==> config.mk <==
export PLATFORM = sky130hd
export DESIGN_NAME = ims_to_midi_event_translator_core_flat
export DESIGN_NICKNAME = d
export VERILOG_FILES = /design/src/rtl/imt_pkg.sv /design/src/rtl/imt_if.sv /design/src/rtl/imt_ram.sv /design/src/rtl/imt_div.sv /design/src/rtl/imt_ctrl.sv /design/src/rtl/imt_dp.sv /design/src/rtl/ims_to_midi_event_translator_core.sv /design/src/flat_wrapper.sv
export SDC_FILE = /design/constraint.sdc
export NUM_CORES = 1
export LEC_CHECK = 0
export ABC_AREA = 1
export BUFFER_PORTS_ARGS = -buffer_cell sky130_fd_sc_hd__clkbuf_2
export CAP_MARGIN = 20
export CORE_ASPECT_RATIO = 0.75
export CORE_UTILIZATION = 30
export CTS_CLUSTER_SIZE = 12
export DETAILED_ROUTE_END_ITERATION = 8
export GPL_TIMING_DRIVEN = 0
export MAX_ROUTING_LAYER = met4
export SYNTH_ARGS = -nofsm -noshare
export SYNTH_HDL_FRONTEND = slang
export SYNTH_HIERARCHICAL = 1
export SYNTH_SLANG_ARGS = --single-unit
==> constraint.sdc <==
create_clock -name clk -period 14.35 [get_ports clk]
set_input_delay 0.7175 -clock clk [delete_from_list [all_inputs] [get_ports clk]]
set_output_delay 0.7175 -clock clk [all_outputs]
set_load 0.01 [all_outputs]
==> src/rtl/imt_pkg.sv <==
// Shared types and constants for the IMS to MIDI event translator.
// No dependencies; every other file of the block but imt_ram imports this package.
package imt_pkg;

  localparam int SYSEX_DEPTH = 32;
  localparam int CHANNELS    = 16;

  localparam int CH_W    = $clog2(CHANNELS);
  localparam int SX_AW   = $clog2(SYSEX_DEPTH);
  localparam int CNT_W   = $clog2(SYSEX_DEPTH + 1);
  localparam int STEP_W  = $clog2(SYSEX_DEPTH + 3);
  localparam int DELAY_W = 28;
  localparam int FACT_W  = 14;
  localparam int PROD_W  = 22;
  localparam int DIV_NW  = 34;
  localparam int DIV_DW  = PROD_W + 1;
  localparam int TEMPO_W = 24;
  localparam int CFG_AW  = 2;

  typedef logic [7:0] byte_t;

  localparam byte_t B_F0 = 8'hF0;
  localparam byte_t B_F7 = 8'hF7;
  localparam byte_t B_F8 = 8'hF8;
  localparam byte_t B_FC = 8'hFC;
  localparam byte_t B_FF = 8'hFF;
  localparam byte_t B_VEL_CC = 8'h27;
  localparam byte_t B_META_TEMPO = 8'h51;
  localparam byte_t B_META_END = 8'h2F;
  localparam byte_t B_TEMPO_LEN = 8'h03;
  localparam byte_t B_SX_TEMPO = 8'h7F;
  localparam logic [13:0] BEND_CENTER = 14'h1000;
  localparam logic [FACT_W-1:0] FACT_DEFAULT = 14'd128;
  localparam logic [DIV_NW-1:0] TEMPO_DIVIDEND = 34'd15360000000;

  localparam logic [3:0] K_NOTE_OFF = 4'h8;
  localparam logic [3:0] K_NOTE_ON  = 4'h9;
  localparam logic [3:0] K_VEL      = 4'hA;
  localparam logic [3:0] K_CTRL     = 4'hB;
  localparam logic [3:0] K_PROG     = 4'hC;
  localparam logic [3:0] K_BEND     = 4'hE;
  localparam logic [3:0] K_SYS      = 4'hF;

  localparam logic [CFG_AW-1:0] REG_TICKS = 2'd0;
  localparam logic [CFG_AW-1:0] REG_BPM   = 2'd1;

  typedef enum logic [3:0] {
    ACT_NONE, ACT_VLQ, ACT_END, ACT_STATUS, ACT_VEL, ACT_PROG,
    ACT_RETRIG, ACT_NOTE, ACT_BEND, ACT_TEMPO, ACT_SYSEX
  } act_t;

  typedef struct packed {
    logic              take_byte;
    logic              decode;
    act_t              act;
    logic              add_tpb;
    logic              set_run;
    logic              clr_full;
    logic              set_first;
    logic              sx_clear;
    logic              sx_start;
    logic              sx_add;
    logic              div_start;
    logic              emit;
    logic [STEP_W-1:0] step;
    logic [STEP_W-1:0] step_nxt;
  } cmd_t;

  typedef struct packed {
    byte_t             b;
    byte_t             run;
    logic              tempo_hit;
    logic              slot_free;
    logic              div_done;
    logic [STEP_W-1:0] seq_start;
    logic [STEP_W-1:0] seq_last;
  } sts_t;

endpackage

==> src/rtl/imt_if.sv <==
// Channel interfaces of the translator: input bytes, result bytes, register writes.
// Depends on imt_pkg.
interface imt_in_if;
  import imt_pkg::*;
  logic  valid;
  logic  ready;
  byte_t ims_byte;
  modport source (output valid, output ims_byte, input ready);
  modport sink   (input valid, input ims_byte, output ready);
endinterface

interface imt_out_if;
  import imt_pkg::*;
  logic  valid;
  logic  ready;
  byte_t midi_byte;
  logic  run_last;
  logic  sysex_truncated;
  logic  track_ended;
  modport source (output valid, output midi_byte, output run_last,
                  output sysex_truncated, output track_ended, input ready);
  modport sink   (input valid, input midi_byte, input run_last,
                  input sysex_truncated, input track_ended, output ready);
endinterface

interface imt_cfg_if;
  import imt_pkg::*;
  logic              valid;
  logic              ready;
  logic [CFG_AW-1:0] addr;
  byte_t             data;
  modport source (output valid, output addr, output data, input ready);
  modport sink   (input valid, input addr, input data, output ready);
endinterface

==> src/rtl/imt_ram.sv <==
// Generic single write port, single read port RAM with registered read.
// No dependencies.
module imt_ram #(
  parameter int WIDTH = 8,
  parameter int DEPTH = 32
) (
  input  logic                     clk,
  input  logic                     we,
  input  logic [$clog2(DEPTH)-1:0] waddr,
  input  logic [WIDTH-1:0]         wdata,
  input  logic [$clog2(DEPTH)-1:0] raddr,
  output logic [WIDTH-1:0]         rdata
);
  logic [WIDTH-1:0] mem [DEPTH];

  always_ff @(posedge clk) begin
    if (we) begin
      mem[waddr] <= wdata;
    end
    rdata <= mem[raddr];
  end
endmodule

==> src/rtl/imt_div.sv <==
// Restoring divider, one quotient bit per cycle, for the tempo value.
// Depends on imt_pkg.
module imt_div (
  input  logic                     clk,
  input  logic                     rst_n,
  input  logic                     start,
  input  logic [imt_pkg::DIV_NW-1:0] dividend,
  input  logic [imt_pkg::DIV_DW-1:0] divisor,
  output logic [imt_pkg::DIV_NW-1:0] quotient,
  output logic                     done
);
  import imt_pkg::*;

  localparam int CW = $clog2(DIV_NW + 1);

  logic [DIV_DW:0]   rem_r, rem_nxt;
  logic [DIV_NW-1:0] quo_r, quo_nxt;
  logic [CW-1:0]     cnt_r, cnt_nxt;
  logic              busy_r, busy_nxt, done_r, done_nxt;
  logic [DIV_DW+1:0] shifted;
  logic              fits;

  always_comb begin
    shifted  = {rem_r, quo_r[DIV_NW-1]};
    fits     = shifted >= {2'b00, divisor};
    rem_nxt  = rem_r;
    quo_nxt  = quo_r;
    cnt_nxt  = cnt_r;
    busy_nxt = busy_r;
    done_nxt = 1'b0;
    if (start) begin
      rem_nxt  = '0;
      quo_nxt  = dividend;
      cnt_nxt  = CW'(DIV_NW);
      busy_nxt = 1'b1;
    end else if (busy_r) begin
      rem_nxt = fits ? (DIV_DW + 1)'(shifted - {2'b00, divisor})
                     : shifted[DIV_DW:0];
      quo_nxt = {quo_r[DIV_NW-2:0], fits};
      cnt_nxt = cnt_r - CW'(1);
      if (cnt_r == CW'(1)) begin
        busy_nxt = 1'b0;
        done_nxt = 1'b1;
      end
    end
  end

  always_ff @(posedge clk) begin
    if (!rst_n) begin
      busy_r <= 1'b0;
      done_r <= 1'b0;
      cnt_r  <= '0;
    end else begin
      busy_r <= busy_nxt;
      done_r <= done_nxt;
      cnt_r  <= cnt_nxt;
    end
    rem_r <= rem_nxt;
    quo_r <= quo_nxt;
  end

  assign quotient = quo_r;
  assign done     = done_r;
endmodule

==> src/rtl/imt_ctrl.sv <==
// Controller: parse phase and byte sequencer; drives the datapath by command.
// Depends on imt_pkg.
module imt_ctrl (
  input  logic          clk,
  input  logic          rst_n,
  input  logic          in_valid,
  output logic          in_ready,
  input  imt_pkg::sts_t sts,
  output imt_pkg::cmd_t cmd
);
  import imt_pkg::*;

  typedef enum logic [2:0] {S_IDLE, S_DECODE, S_START, S_DIV, S_EMIT} state_t;
  typedef enum logic [2:0] {
    PH_DELAY, PH_EVENT, PH_FIRST, PH_SECOND, PH_SYSEX, PH_DONE
  } phase_t;

  state_t            state_r, state_nxt;
  phase_t            phase_r, phase_nxt;
  act_t              act_r, act_nxt;
  logic [STEP_W-1:0] step_r, step_nxt;
  logic              do_delay, do_first;

  always_comb begin
    cmd       = '0;
    cmd.act   = ACT_NONE;
    state_nxt = state_r;
    phase_nxt = phase_r;
    act_nxt   = act_r;
    step_nxt  = step_r;
    do_delay  = 1'b0;
    do_first  = 1'b0;
    unique case (state_r)
      S_IDLE: begin
        if (in_valid) begin
          cmd.take_byte = 1'b1;
          state_nxt     = S_DECODE;
        end
      end
      S_DECODE: begin
        cmd.decode = 1'b1;
        unique case (phase_r)
          PH_DELAY: do_delay = 1'b1;
          PH_EVENT: begin
            if (sts.b[7]) begin
              cmd.set_run = 1'b1;
              if (sts.b == B_F0) begin
                cmd.sx_clear = 1'b1;
                phase_nxt    = PH_SYSEX;
              end else if (sts.b == B_FC) begin
                cmd.act   = ACT_END;
                phase_nxt = PH_DONE;
              end else if (sts.b[7:4] == K_SYS) begin
                cmd.act   = ACT_STATUS;
                phase_nxt = PH_DELAY;
              end else begin
                cmd.act   = ACT_STATUS;
                phase_nxt = PH_FIRST;
              end
            end else begin
              cmd.clr_full = 1'b1;
              if (sts.run == B_F0) begin
                cmd.sx_start = 1'b1;
                phase_nxt    = PH_SYSEX;
              end else if (sts.run == B_FC) begin
                cmd.act   = ACT_END;
                phase_nxt = PH_DONE;
              end else if (!sts.run[7] || sts.run[7:4] == K_SYS) begin
                // no usable running event: treat as a delay byte
                do_delay = 1'b1;
              end else begin
                do_first = 1'b1;
              end
            end
          end
          PH_FIRST: do_first = 1'b1;
          PH_SECOND: begin
            phase_nxt = PH_DELAY;
            if (sts.run[7:4] == K_NOTE_OFF) begin
              cmd.act = ACT_RETRIG;
            end else if (sts.run[7:4] == K_NOTE_ON) begin
              cmd.act = ACT_NOTE;
            end else if (sts.run[7:4] == K_BEND) begin
              cmd.act = ACT_BEND;
            end
          end
          PH_SYSEX: begin
            if (sts.b == B_F7) begin
              cmd.act   = sts.tempo_hit ? ACT_TEMPO : ACT_SYSEX;
              phase_nxt = PH_DELAY;
            end else begin
              cmd.sx_add = 1'b1;
            end
          end
          PH_DONE: ;
          default: ;
        endcase
        if (do_delay) begin
          if (sts.b == B_F8) begin
            cmd.add_tpb = 1'b1;
            phase_nxt   = PH_DELAY;
          end else begin
            cmd.act   = ACT_VLQ;
            phase_nxt = PH_EVENT;
          end
        end
        if (do_first) begin
          if (sts.run[7:4] == K_VEL) begin
            cmd.act   = ACT_VEL;
            phase_nxt = PH_DELAY;
          end else if (sts.run[7:4] == K_PROG) begin
            cmd.act   = ACT_PROG;
            phase_nxt = PH_DELAY;
          end else begin
            cmd.set_first = 1'b1;
            phase_nxt     = PH_SECOND;
          end
        end
        act_nxt   = cmd.act;
        state_nxt = S_START;
      end
      S_START: begin
        step_nxt = sts.seq_start;
        if (act_r == ACT_NONE) begin
          state_nxt = S_IDLE;
        end else if (act_r == ACT_TEMPO) begin
          cmd.div_start = 1'b1;
          state_nxt     = S_DIV;
        end else begin
          state_nxt = S_EMIT;
        end
      end
      S_DIV: begin
        if (sts.div_done) begin
          state_nxt = S_EMIT;
        end
      end
      S_EMIT: begin
        if (sts.slot_free) begin
          cmd.emit = 1'b1;
          if (step_r == sts.seq_last) begin
            state_nxt = S_IDLE;
          end else begin
            step_nxt = step_r + STEP_W'(1);
          end
        end
      end
      default: state_nxt = S_IDLE;
    endcase
    cmd.step     = step_r;
    cmd.step_nxt = step_nxt;
  end

  always_ff @(posedge clk) begin
    if (!rst_n) begin
      state_r <= S_IDLE;
      phase_r <= PH_DELAY;
      act_r   <= ACT_NONE;
      step_r  <= '0;
    end else begin
      state_r <= state_nxt;
      phase_r <= phase_nxt;
      act_r   <= act_nxt;
      step_r  <= step_nxt;
    end
  end

  assign in_ready = (state_r == S_IDLE);
endmodule

==> src/rtl/imt_dp.sv <==
// Datapath: event state, delay sum, note table, sysex store, tempo math, output register.
// Depends on imt_pkg, imt_ram and imt_div.
module imt_dp (
  input  logic                      clk,
  input  logic                      rst_n,
  input  imt_pkg::cmd_t             cmd,
  output imt_pkg::sts_t             sts,
  input  imt_pkg::byte_t            in_byte,
  input  logic                      cfg_we,
  input  logic [imt_pkg::CFG_AW-1:0] cfg_addr,
  input  imt_pkg::byte_t            cfg_data,
  input  logic                      out_ready,
  output logic                      out_valid,
  output imt_pkg::byte_t            out_byte,
  output logic                      out_last,
  output logic                      out_cut,
  output logic                      out_end
);
  import imt_pkg::*;

  byte_t              tpb_r, bpm_r;
  byte_t              b_r, run_r, first_r, old_note_r;
  logic               full_r;
  logic [DELAY_W-1:0] sum_r, vlq_r;
  byte_t              note_r [CHANNELS];
  logic [CNT_W-1:0]   sx_cnt_r, sx_cnt_nxt, kept_r;
  byte_t              hd_r [4];
  logic               cut_r;
  act_t               act_r;
  logic [PROD_W-1:0]  p_r;
  logic               out_valid_r, out_last_r, out_cut_r, out_end_r;
  byte_t              out_byte_r;

  logic [CH_W-1:0]    ch;
  logic [DELAY_W:0]   sum_add;
  logic [DELAY_W-1:0] sum_sat;
  byte_t              addend;
  logic               sx_we;
  logic [CNT_W-1:0]   sx_widx;
  logic               sx_cut;
  logic [FACT_W-1:0]  fact, fact_eff;
  logic [DIV_NW-1:0]  quo;
  logic               div_done;
  logic [TEMPO_W-1:0] tempo;
  logic [STEP_W-1:0]  rd_idx, seq_start, seq_last;
  byte_t              ram_rdata, emit_byte;
  logic [1:0]         grp;
  logic [13:0]        bend;

  assign ch = run_r[CH_W-1:0];

  // delay accumulation saturates at the 28-bit VLQ limit
  assign addend  = cmd.add_tpb ? tpb_r : b_r;
  assign sum_add = {1'b0, sum_r} + (DELAY_W + 1)'(addend);
  assign sum_sat = sum_add[DELAY_W] ? '1 : sum_add[DELAY_W-1:0];

  always_comb begin
    sx_widx    = cmd.sx_start ? '0 : sx_cnt_r;
    sx_we      = cmd.sx_start || (cmd.sx_add && sx_cnt_r < CNT_W'(SYSEX_DEPTH));
    sx_cnt_nxt = sx_cnt_r;
    if (cmd.sx_clear) begin
      sx_cnt_nxt = '0;
    end else if (cmd.sx_start) begin
      sx_cnt_nxt = CNT_W'(1);
    end else if (sx_we) begin
      sx_cnt_nxt = sx_cnt_r + CNT_W'(1);
    end else if (cmd.decode && (cmd.act == ACT_SYSEX || cmd.act == ACT_TEMPO)) begin
      sx_cnt_nxt = '0;
    end
  end

  assign sx_cut = sx_cnt_r >= CNT_W'(SYSEX_DEPTH);
  assign fact = {(sx_cnt_r > CNT_W'(2)) ? hd_r[2][6:0] : 7'd0,
                 (sx_cnt_r > CNT_W'(3)) ? hd_r[3][6:0] : 7'd0};
  assign fact_eff = (fact == '0) ? FACT_DEFAULT : fact;

  always_ff @(posedge clk) begin
    if (!rst_n) begin
      tpb_r    <= 8'd48;
      bpm_r    <= 8'd120;
      run_r    <= '0;
      full_r   <= 1'b0;
      first_r  <= '0;
      sum_r    <= '0;
      sx_cnt_r <= '0;
      act_r    <= ACT_NONE;
      for (int i = 0; i < CHANNELS; i++) begin
        note_r[i] <= '0;
      end
    end else begin
      if (cfg_we && cfg_addr == REG_TICKS) begin
        tpb_r <= cfg_data;
      end
      if (cfg_we && cfg_addr == REG_BPM) begin
        bpm_r <= cfg_data;
      end
      if (cmd.set_run) begin
        run_r  <= b_r;
        full_r <= 1'b1;
      end
      if (cmd.clr_full) begin
        full_r <= 1'b0;
      end
      if (cmd.set_first) begin
        first_r <= b_r;
      end
      if (cmd.add_tpb) begin
        sum_r <= sum_sat;
      end
      sx_cnt_r <= sx_cnt_nxt;
      if (cmd.decode) begin
        act_r <= cmd.act;
        unique case (cmd.act)
          ACT_VLQ:    sum_r <= '0;
          ACT_RETRIG: note_r[ch] <= first_r;
          ACT_NOTE:   note_r[ch] <= (b_r != '0) ? first_r : '0;
          default: ;
        endcase
      end
    end
  end

  // payload registers
  always_ff @(posedge clk) begin
    if (cmd.take_byte) begin
      b_r <= in_byte;
    end
    if (cmd.decode && cmd.act == ACT_VLQ) begin
      vlq_r <= sum_sat;
    end
    if (cmd.decode && cmd.act == ACT_RETRIG) begin
      old_note_r <= note_r[ch];
    end
    if (cmd.decode && (cmd.act == ACT_SYSEX || cmd.act == ACT_TEMPO)) begin
      cut_r  <= sx_cut;
      kept_r <= sx_cut ? CNT_W'(SYSEX_DEPTH - 1) : sx_cnt_r;
    end
    if (cmd.decode && cmd.act == ACT_TEMPO) begin
      p_r <= PROD_W'(bpm_r) * PROD_W'(fact_eff);
    end
    if (sx_we && sx_widx < CNT_W'(4)) begin
      hd_r[sx_widx[1:0]] <= b_r;
    end
  end

  assign rd_idx = cmd.step_nxt - STEP_W'(2);

  imt_ram #(.WIDTH(8), .DEPTH(SYSEX_DEPTH)) u_sx_ram (
    .clk   (clk),
    .we    (sx_we),
    .waddr (sx_widx[SX_AW-1:0]),
    .wdata (b_r),
    .raddr (rd_idx[SX_AW-1:0]),
    .rdata (ram_rdata)
  );

  imt_div u_div (
    .clk      (clk),
    .rst_n    (rst_n),
    .start    (cmd.div_start),
    .dividend (TEMPO_DIVIDEND + DIV_NW'(p_r)),
    .divisor  ({p_r, 1'b0}),
    .quotient (quo),
    .done     (div_done)
  );

  always_comb begin
    if (p_r < PROD_W'(128)) begin
      tempo = '0;
    end else if (quo[DIV_NW-1:TEMPO_W] != '0) begin
      tempo = '1;
    end else begin
      tempo = quo[TEMPO_W-1:0];
    end
  end

  // byte position range of each output sequence
  always_comb begin
    seq_start = '0;
    seq_last  = '0;
    unique case (act_r)
      ACT_VLQ: begin
        seq_last = STEP_W'(3);
        if (vlq_r[27:21] != '0) begin
          seq_start = STEP_W'(0);
        end else if (vlq_r[20:14] != '0) begin
          seq_start = STEP_W'(1);
        end else if (vlq_r[13:7] != '0) begin
          seq_start = STEP_W'(2);
        end else begin
          seq_start = STEP_W'(3);
        end
      end
      ACT_END:    seq_last = STEP_W'(2);
      ACT_VEL, ACT_NOTE, ACT_BEND: seq_last = STEP_W'(1);
      ACT_RETRIG: begin
        seq_start = full_r ? STEP_W'(1) : STEP_W'(0);
        seq_last  = STEP_W'(6);
      end
      ACT_TEMPO:  seq_last = STEP_W'(5);
      ACT_SYSEX: begin
        seq_start = full_r ? STEP_W'(0) : STEP_W'(1);
        seq_last  = STEP_W'(kept_r) + STEP_W'(2);
      end
      default: ;
    endcase
  end

  assign grp  = ~cmd.step[1:0];
  assign bend = ({b_r[6:0], first_r[6:0]} >> 1) + BEND_CENTER;

  always_comb begin
    emit_byte = '0;
    unique case (act_r)
      ACT_VLQ: begin
        unique case (grp)
          2'd3: emit_byte = {1'b1, vlq_r[27:21]};
          2'd2: emit_byte = {1'b1, vlq_r[20:14]};
          2'd1: emit_byte = {1'b1, vlq_r[13:7]};
          default: emit_byte = {1'b0, vlq_r[6:0]};
        endcase
      end
      ACT_END: begin
        if (cmd.step == STEP_W'(0)) begin
          emit_byte = B_FF;
        end else if (cmd.step == STEP_W'(1)) begin
          emit_byte = B_META_END;
        end
      end
      ACT_STATUS: emit_byte = (b_r[7:4] == K_VEL) ? {K_CTRL, b_r[3:0]} : b_r;
      ACT_VEL:    emit_byte = (cmd.step == STEP_W'(0)) ? B_VEL_CC : b_r;
      ACT_PROG:   emit_byte = b_r;
      ACT_RETRIG: begin
        unique case (cmd.step[2:0])
          3'd0: emit_byte = {K_NOTE_OFF, run_r[3:0]};
          3'd1: emit_byte = old_note_r;
          3'd4: emit_byte = {K_NOTE_ON, run_r[3:0]};
          3'd5: emit_byte = first_r;
          3'd6: emit_byte = (b_r != '0) ? b_r : 8'd1;
          default: emit_byte = '0;
        endcase
      end
      ACT_NOTE: emit_byte = (cmd.step == STEP_W'(0)) ? first_r : b_r;
      ACT_BEND: emit_byte = (cmd.step == STEP_W'(0)) ? {1'b0, bend[6:0]}
                                                      : {1'b0, bend[13:7]};
      ACT_TEMPO: begin
        unique case (cmd.step[2:0])
          3'd0: emit_byte = B_FF;
          3'd1: emit_byte = B_META_TEMPO;
          3'd2: emit_byte = B_TEMPO_LEN;
          3'd3: emit_byte = tempo[23:16];
          3'd4: emit_byte = tempo[15:8];
          default: emit_byte = tempo[7:0];
        endcase
      end
      ACT_SYSEX: begin
        if (cmd.step == STEP_W'(0)) begin
          emit_byte = B_F0;
        end else if (cmd.step == STEP_W'(1)) begin
          emit_byte = 8'(kept_r) + 8'd1;
        end else if (cmd.step == seq_last) begin
          emit_byte = B_F7;
        end else begin
          emit_byte = ram_rdata;
        end
      end
      default: ;
    endcase
  end

  always_ff @(posedge clk) begin
    if (!rst_n) begin
      out_valid_r <= 1'b0;
    end else if (cmd.emit) begin
      out_valid_r <= 1'b1;
    end else if (out_ready) begin
      out_valid_r <= 1'b0;
    end
    if (cmd.emit) begin
      out_byte_r <= emit_byte;
      out_last_r <= (cmd.step == seq_last);
      out_cut_r  <= (act_r == ACT_SYSEX) && cut_r;
      out_end_r  <= (act_r == ACT_END);
    end
  end

  assign out_valid = out_valid_r;
  assign out_byte  = out_byte_r;
  assign out_last  = out_last_r;
  assign out_cut   = out_cut_r;
  assign out_end   = out_end_r;

  assign sts.b         = b_r;
  assign sts.run       = run_r;
  assign sts.tempo_hit = (sx_cnt_r >= CNT_W'(2)) && (hd_r[0] == B_SX_TEMPO) &&
                         (hd_r[1] == '0);
  assign sts.slot_free = !out_valid_r || out_ready;
  assign sts.div_done  = div_done;
  assign sts.seq_start = seq_start;
  assign sts.seq_last  = seq_last;
endmodule

==> src/rtl/ims_to_midi_event_translator_core.sv <==
// Top level of the IMS to MIDI event translator: controller plus datapath.
// Depends on imt_pkg, imt_if, imt_ctrl and imt_dp.
//
// One IMS byte is taken at a time. A byte that produces no MIDI byte passes
// through transfer, decode and sequence setup; a byte that produces MIDI bytes
// goes through the same steps and then sends them, one byte per cycle from the
// output register when the output side takes every byte at once. A tempo sysex
// also runs the bit-serial 34-step tempo divider before its bytes. The longest
// burst is a passed-through sysex of up to 34 bytes. Registers may be written
// at any time the block is idle; the configuration port is always ready.
module ims_to_midi_event_translator_core (
  input logic       clk,
  input logic       rst_n,
  imt_in_if.sink    in_ch,
  imt_out_if.source out_ch,
  imt_cfg_if.sink   cfg_ch
);
  import imt_pkg::*;

  cmd_t cmd;
  sts_t sts;

  imt_ctrl u_ctrl (
    .clk      (clk),
    .rst_n    (rst_n),
    .in_valid (in_ch.valid),
    .in_ready (in_ch.ready),
    .sts      (sts),
    .cmd      (cmd)
  );

  imt_dp u_dp (
    .clk       (clk),
    .rst_n     (rst_n),
    .cmd       (cmd),
    .sts       (sts),
    .in_byte   (in_ch.ims_byte),
    .cfg_we    (cfg_ch.valid),
    .cfg_addr  (cfg_ch.addr),
    .cfg_data  (cfg_ch.data),
    .out_ready (out_ch.ready),
    .out_valid (out_ch.valid),
    .out_byte  (out_ch.midi_byte),
    .out_last  (out_ch.run_last),
    .out_cut   (out_ch.sysex_truncated),
    .out_end   (out_ch.track_ended)
  );

  assign cfg_ch.ready = 1'b1;
endmodule

==> src/flat_wrapper.sv <==
// flat-port wrapper written by rule: the top's interface ports become plain ports
module ims_to_midi_event_translator_core_flat import imt_pkg::*;
  (clk, rst_n, in_ch_valid, in_ch_ims_byte, in_ch_ready, out_ch_valid, out_ch_midi_byte, out_ch_run_last, out_ch_sysex_truncated, out_ch_track_ended, out_ch_ready, cfg_ch_valid, cfg_ch_addr, cfg_ch_data, cfg_ch_ready);
  imt_in_if in_ch_i ();
  imt_out_if out_ch_i ();
  imt_cfg_if cfg_ch_i ();
  input logic clk;
  input logic rst_n;
  input wire logic [$bits(in_ch_i.valid)-1:0] in_ch_valid;
  input wire logic [$bits(in_ch_i.ims_byte)-1:0] in_ch_ims_byte;
  output wire logic [$bits(in_ch_i.ready)-1:0] in_ch_ready;
  output wire logic [$bits(out_ch_i.valid)-1:0] out_ch_valid;
  output wire logic [$bits(out_ch_i.midi_byte)-1:0] out_ch_midi_byte;
  output wire logic [$bits(out_ch_i.run_last)-1:0] out_ch_run_last;
  output wire logic [$bits(out_ch_i.sysex_truncated)-1:0] out_ch_sysex_truncated;
  output wire logic [$bits(out_ch_i.track_ended)-1:0] out_ch_track_ended;
  input wire logic [$bits(out_ch_i.ready)-1:0] out_ch_ready;
  input wire logic [$bits(cfg_ch_i.valid)-1:0] cfg_ch_valid;
  input wire logic [$bits(cfg_ch_i.addr)-1:0] cfg_ch_addr;
  input wire logic [$bits(cfg_ch_i.data)-1:0] cfg_ch_data;
  output wire logic [$bits(cfg_ch_i.ready)-1:0] cfg_ch_ready;
  assign in_ch_i.valid = in_ch_valid;
  assign in_ch_i.ims_byte = in_ch_ims_byte;
  assign in_ch_ready = in_ch_i.ready;
  assign out_ch_valid = out_ch_i.valid;
  assign out_ch_midi_byte = out_ch_i.midi_byte;
  assign out_ch_run_last = out_ch_i.run_last;
  assign out_ch_sysex_truncated = out_ch_i.sysex_truncated;
  assign out_ch_track_ended = out_ch_i.track_ended;
  assign out_ch_i.ready = out_ch_ready;
  assign cfg_ch_i.valid = cfg_ch_valid;
  assign cfg_ch_i.addr = cfg_ch_addr;
  assign cfg_ch_i.data = cfg_ch_data;
  assign cfg_ch_ready = cfg_ch_i.ready;
  ims_to_midi_event_translator_core u_core (.clk(clk), .rst_n(rst_n), .in_ch(in_ch_i), .out_ch(out_ch_i), .cfg_ch(cfg_ch_i));
endmodule
==> flow_summary_export.csv <==
group,metric,value,unit
placed_design,port_buffers,35,
timing,slew_violations,0,
pwr,power.density,114,mW/mm2
timing,setup_viol,0,
pwr,pwr-share-comb,14.0,%
grt,grt_pass1_vias,27115,
detailed_routing,first_pass_iters,5,
clocking,post_cts.repair.setup_buffers,0,
detailed_routing,wl_per_cell,18.2,um
detailed_routing,route.detailed.drc,0,
clocking,cts_buffers,74,
yosys,postSynthCellCount,4127,
setup_path,worstPathCellList,"inv_2 > nand2_2 > nor3_4 > nand2_2 > nand2_1 > nand4_1 > nor3_2 > nand2_2 > a21oi_1 > fa_1 > fa_1 > fa_1 > inv_1 > fa_1 > inv_1 > ha_1 > nand2_1 > nor2_1 > nand2_1 > o21ai_0 > nand2_1 > nand2_1 > xor2_1",
pwr,p_int,3.39,mW
grt,grt_max_degree,35,
placed_design,place_hpwl,80000,um
setup_path,slowest_delay,550,ps
pwr,switching_share,27.6,%
setup_path,critPathLaunch,"u_core/u_dp/sx_cnt_r[5]",
floorplanning,ios,37,
timing,fin_ws,8030,ps
clocking,ctsResizeCount,0,
grt,antenna_found_initial,3,
timing,finalSetupTns,0,ps
timing,min_period,6320,ps
grt,grt_util_all_layers,18.1,%
pwr,peakVddDrop,82.3,uV
placed_design,pre_cts_slack,8170,ps
yosys,yosys_warnings,6,
timing,max_slew_margin,24.3,%
setup_path,crit_type,"flip-flop to flip-flop",
floorplanning,core-area,0.118,mm2
timing,fin_skew,38.6,ps
grt,grt_busiest_layer,"met1",
hold_path,min_path_cells,1,
floorplanning,initial_core_util,30.4,%
hold_path,hold_path_class,"primary input to flip-flop",
pwr,p_leak,17.0,nW
setup_path,reg2reg_depth,23,
pwr,switchingPower,1.29,mW
setup_path,critPathSlowestCell,"fa_1",
setup_path,worstReg2RegStart,"u_core/u_dp/sx_cnt_r[5]",
final_layout,drive_gt1_share,7.73,%
clocking,cts_sinks,660,
grt,gr-usage-met2,23.7,%
setup_path,r2r_setup_slack,8030,ps
final_layout,layout.nets,4456,
grt,grt_util_met3,5.17,%
timing,worst_pin_slew,1140,ps
final_layout,layout.area.seq,0.0185,mm2
setup_path,worst_r2r_endpoint,"u_core/u_dp/p_r[18]",
placed_design,place_congestion,0.952,
timing,finalCritPeriodShare,44.0,%
setup_path,cp_max_fo,8,
final_layout,area_delta_synth_final,14.0,%
grt,grt_use_met1,26.8,%
pwr,pwr-share-seq,46.6,%
floorplanning,die_area,0.121,mm2
floorplanning,die_h,302,um
timing,hold_violations,0,
detailed_routing,drtIter0Drc,3084,
floorplanning,die_w,402,um
setup_path,crit_top_cell,"nand2_1",
floorplanning,fp-row-count,109,
final_layout,num-fill-cells,12144,
clocking,cts_buffer_depth,3,
detailed_routing,vias_per_cell,4.95,
detailed_routing,num_vias,29146,
timing,max_freq,158,MHz
clocking,cts_hold_buf,0,
grt,grt_pass1_wl,164000,um
yosys,synth.avg_cell_area,8.71,um2
setup_path,setup.worst_path.end,"u_core/u_dp/p_r[18]",
setup_path,crit_arrival,6700,ps
clocking,htreeDepth,3,
yosys,syn_area,0.0360,mm2
clocking,clk_transition_reported_paths,60,ps
grt,grt-ovfl-total,0,
pwr,p_clk_share,39.4,%
timing,rsz0062_at_grt,"false",
status,status,"complete, no violations",
clocking,cts_root_buf,"clkbuf_16",
setup_path,crit_required,14730,ps
clocking,cts_tree,"built",
final_layout,multiInputGateArea,0.0148,mm2
clocking,clk_latency,650,ps
setup_path,cp-end-kind,"flip-flop",
detailed_routing,ant_nets,0,
setup_path,start_kind,"flip-flop",
detailed_routing,wl,107000,um
flow_run,maxCapViolations,0,
==> worst min-delay path by stage <==
stage | from | endpoint | slack [ps]
CTS | in_ch_ims_byte[5] | u_core/u_dp/b_r[5] | 200
global route | in_ch_ims_byte[5] | u_core/u_dp/b_r[5] | 210
floorplan | u_core/u_dp/tpb_r[4] | u_core/u_dp/tpb_r[4] | 430
global placement | u_core/u_dp/tpb_r[5] | u_core/u_dp/tpb_r[5] | 450
finish | in_ch_ims_byte[5] | u_core/u_dp/b_r[5] | 240
detailed placement | u_core/u_dp/tpb_r[4] | u_core/u_dp/tpb_r[4] | 460
==> power groups by stage <==
| stage | Clock (mW) | Combinational (mW) | Sequential (mW) |
|---|---|---|---|
| 2_1_floorplan | 0 | 0.415 | 2.21 |
| 3_3_place_gp | 0 | 0.580 | 2.25 |
| 3_5_place_dp | 0 | 0.639 | 2.22 |
| 4_1_cts | 1.89 | 0.642 | 2.18 |
| 5_1_grt | 1.95 | 0.725 | 2.19 |
| 6_report | 1.84 | 0.654 | 2.18 |
==> metal layers <==
layer	vias to the layer above	wire [um]
li1	13960	-
met1	13828	51500
met2	1210	42000
met3	148	11600
met4	0	2390
met5	-	0
==> state kept, by name (all words and copies together), names as in the netlist, 22 cells and up <==
signal                      flops
u_core/u_dp/hd_r               30
u_core/u_dp/u_div/rem_r        24
u_core/u_dp/p_r                22
u_core/u_dp/sum_r              28
u_core/u_dp/note_r            128
u_core/u_dp/vlq_r              28
u_core/u_dp/u_sx_ram/mem      256
u_core/u_dp/u_div/quotient     34
==> critical path: cells and delay by family, from the launching register on <==
family                   cells  cell delay (ps)
AO/OA/AOI/OAI                2              700
XOR/XNOR                     1               60
adder cells (fa/ha/maj)      5             2440
buffers and inverters        3              220
flip-flops                   1              320
AND/OR/NAND/NOR             12             2300
==> final cells by class <==
class,instances,share of cell area (%)
Clock buffer,108,5.05
Clock inverter,25,0.638
Tap cell,1554,4.74
Buffer,154,2.19
Sequential cell,660,45.2
Antenna cell,2,0.0122
Inverter,475,4.35
Timing Repair Buffer,59,1.63
Multi-Input combinational cell,2853,36.2
==> per-stage QoR <==
stage	instance area, um2	instances	utilization, %	power, mW	hold slack, ps
final	41000	5890	34.6	4.68	240
after global routing	41000	5890	34.6	4.86	210
after CTS	40900	5885	34.6	4.71	198
after detailed placement	38600	5752	32.6	2.86	456
after global placement	38100	5731	32.2	2.83	452
after floorplan	36000	4142	-	2.63	429
==> cells in the final DEF, fill, tap and decap left out, types with 82 or more instances in the layout <==
cell      instances
a21oi_1         135
clkbuf_1         88
dfxtp_1         128
edfxtp_1        532
ha_1             82
inv_1           457
nand2_1        1136
nand3_1         482
nor2_1          446
o21ai_0         122
Power figures use the tool's default switching activity.
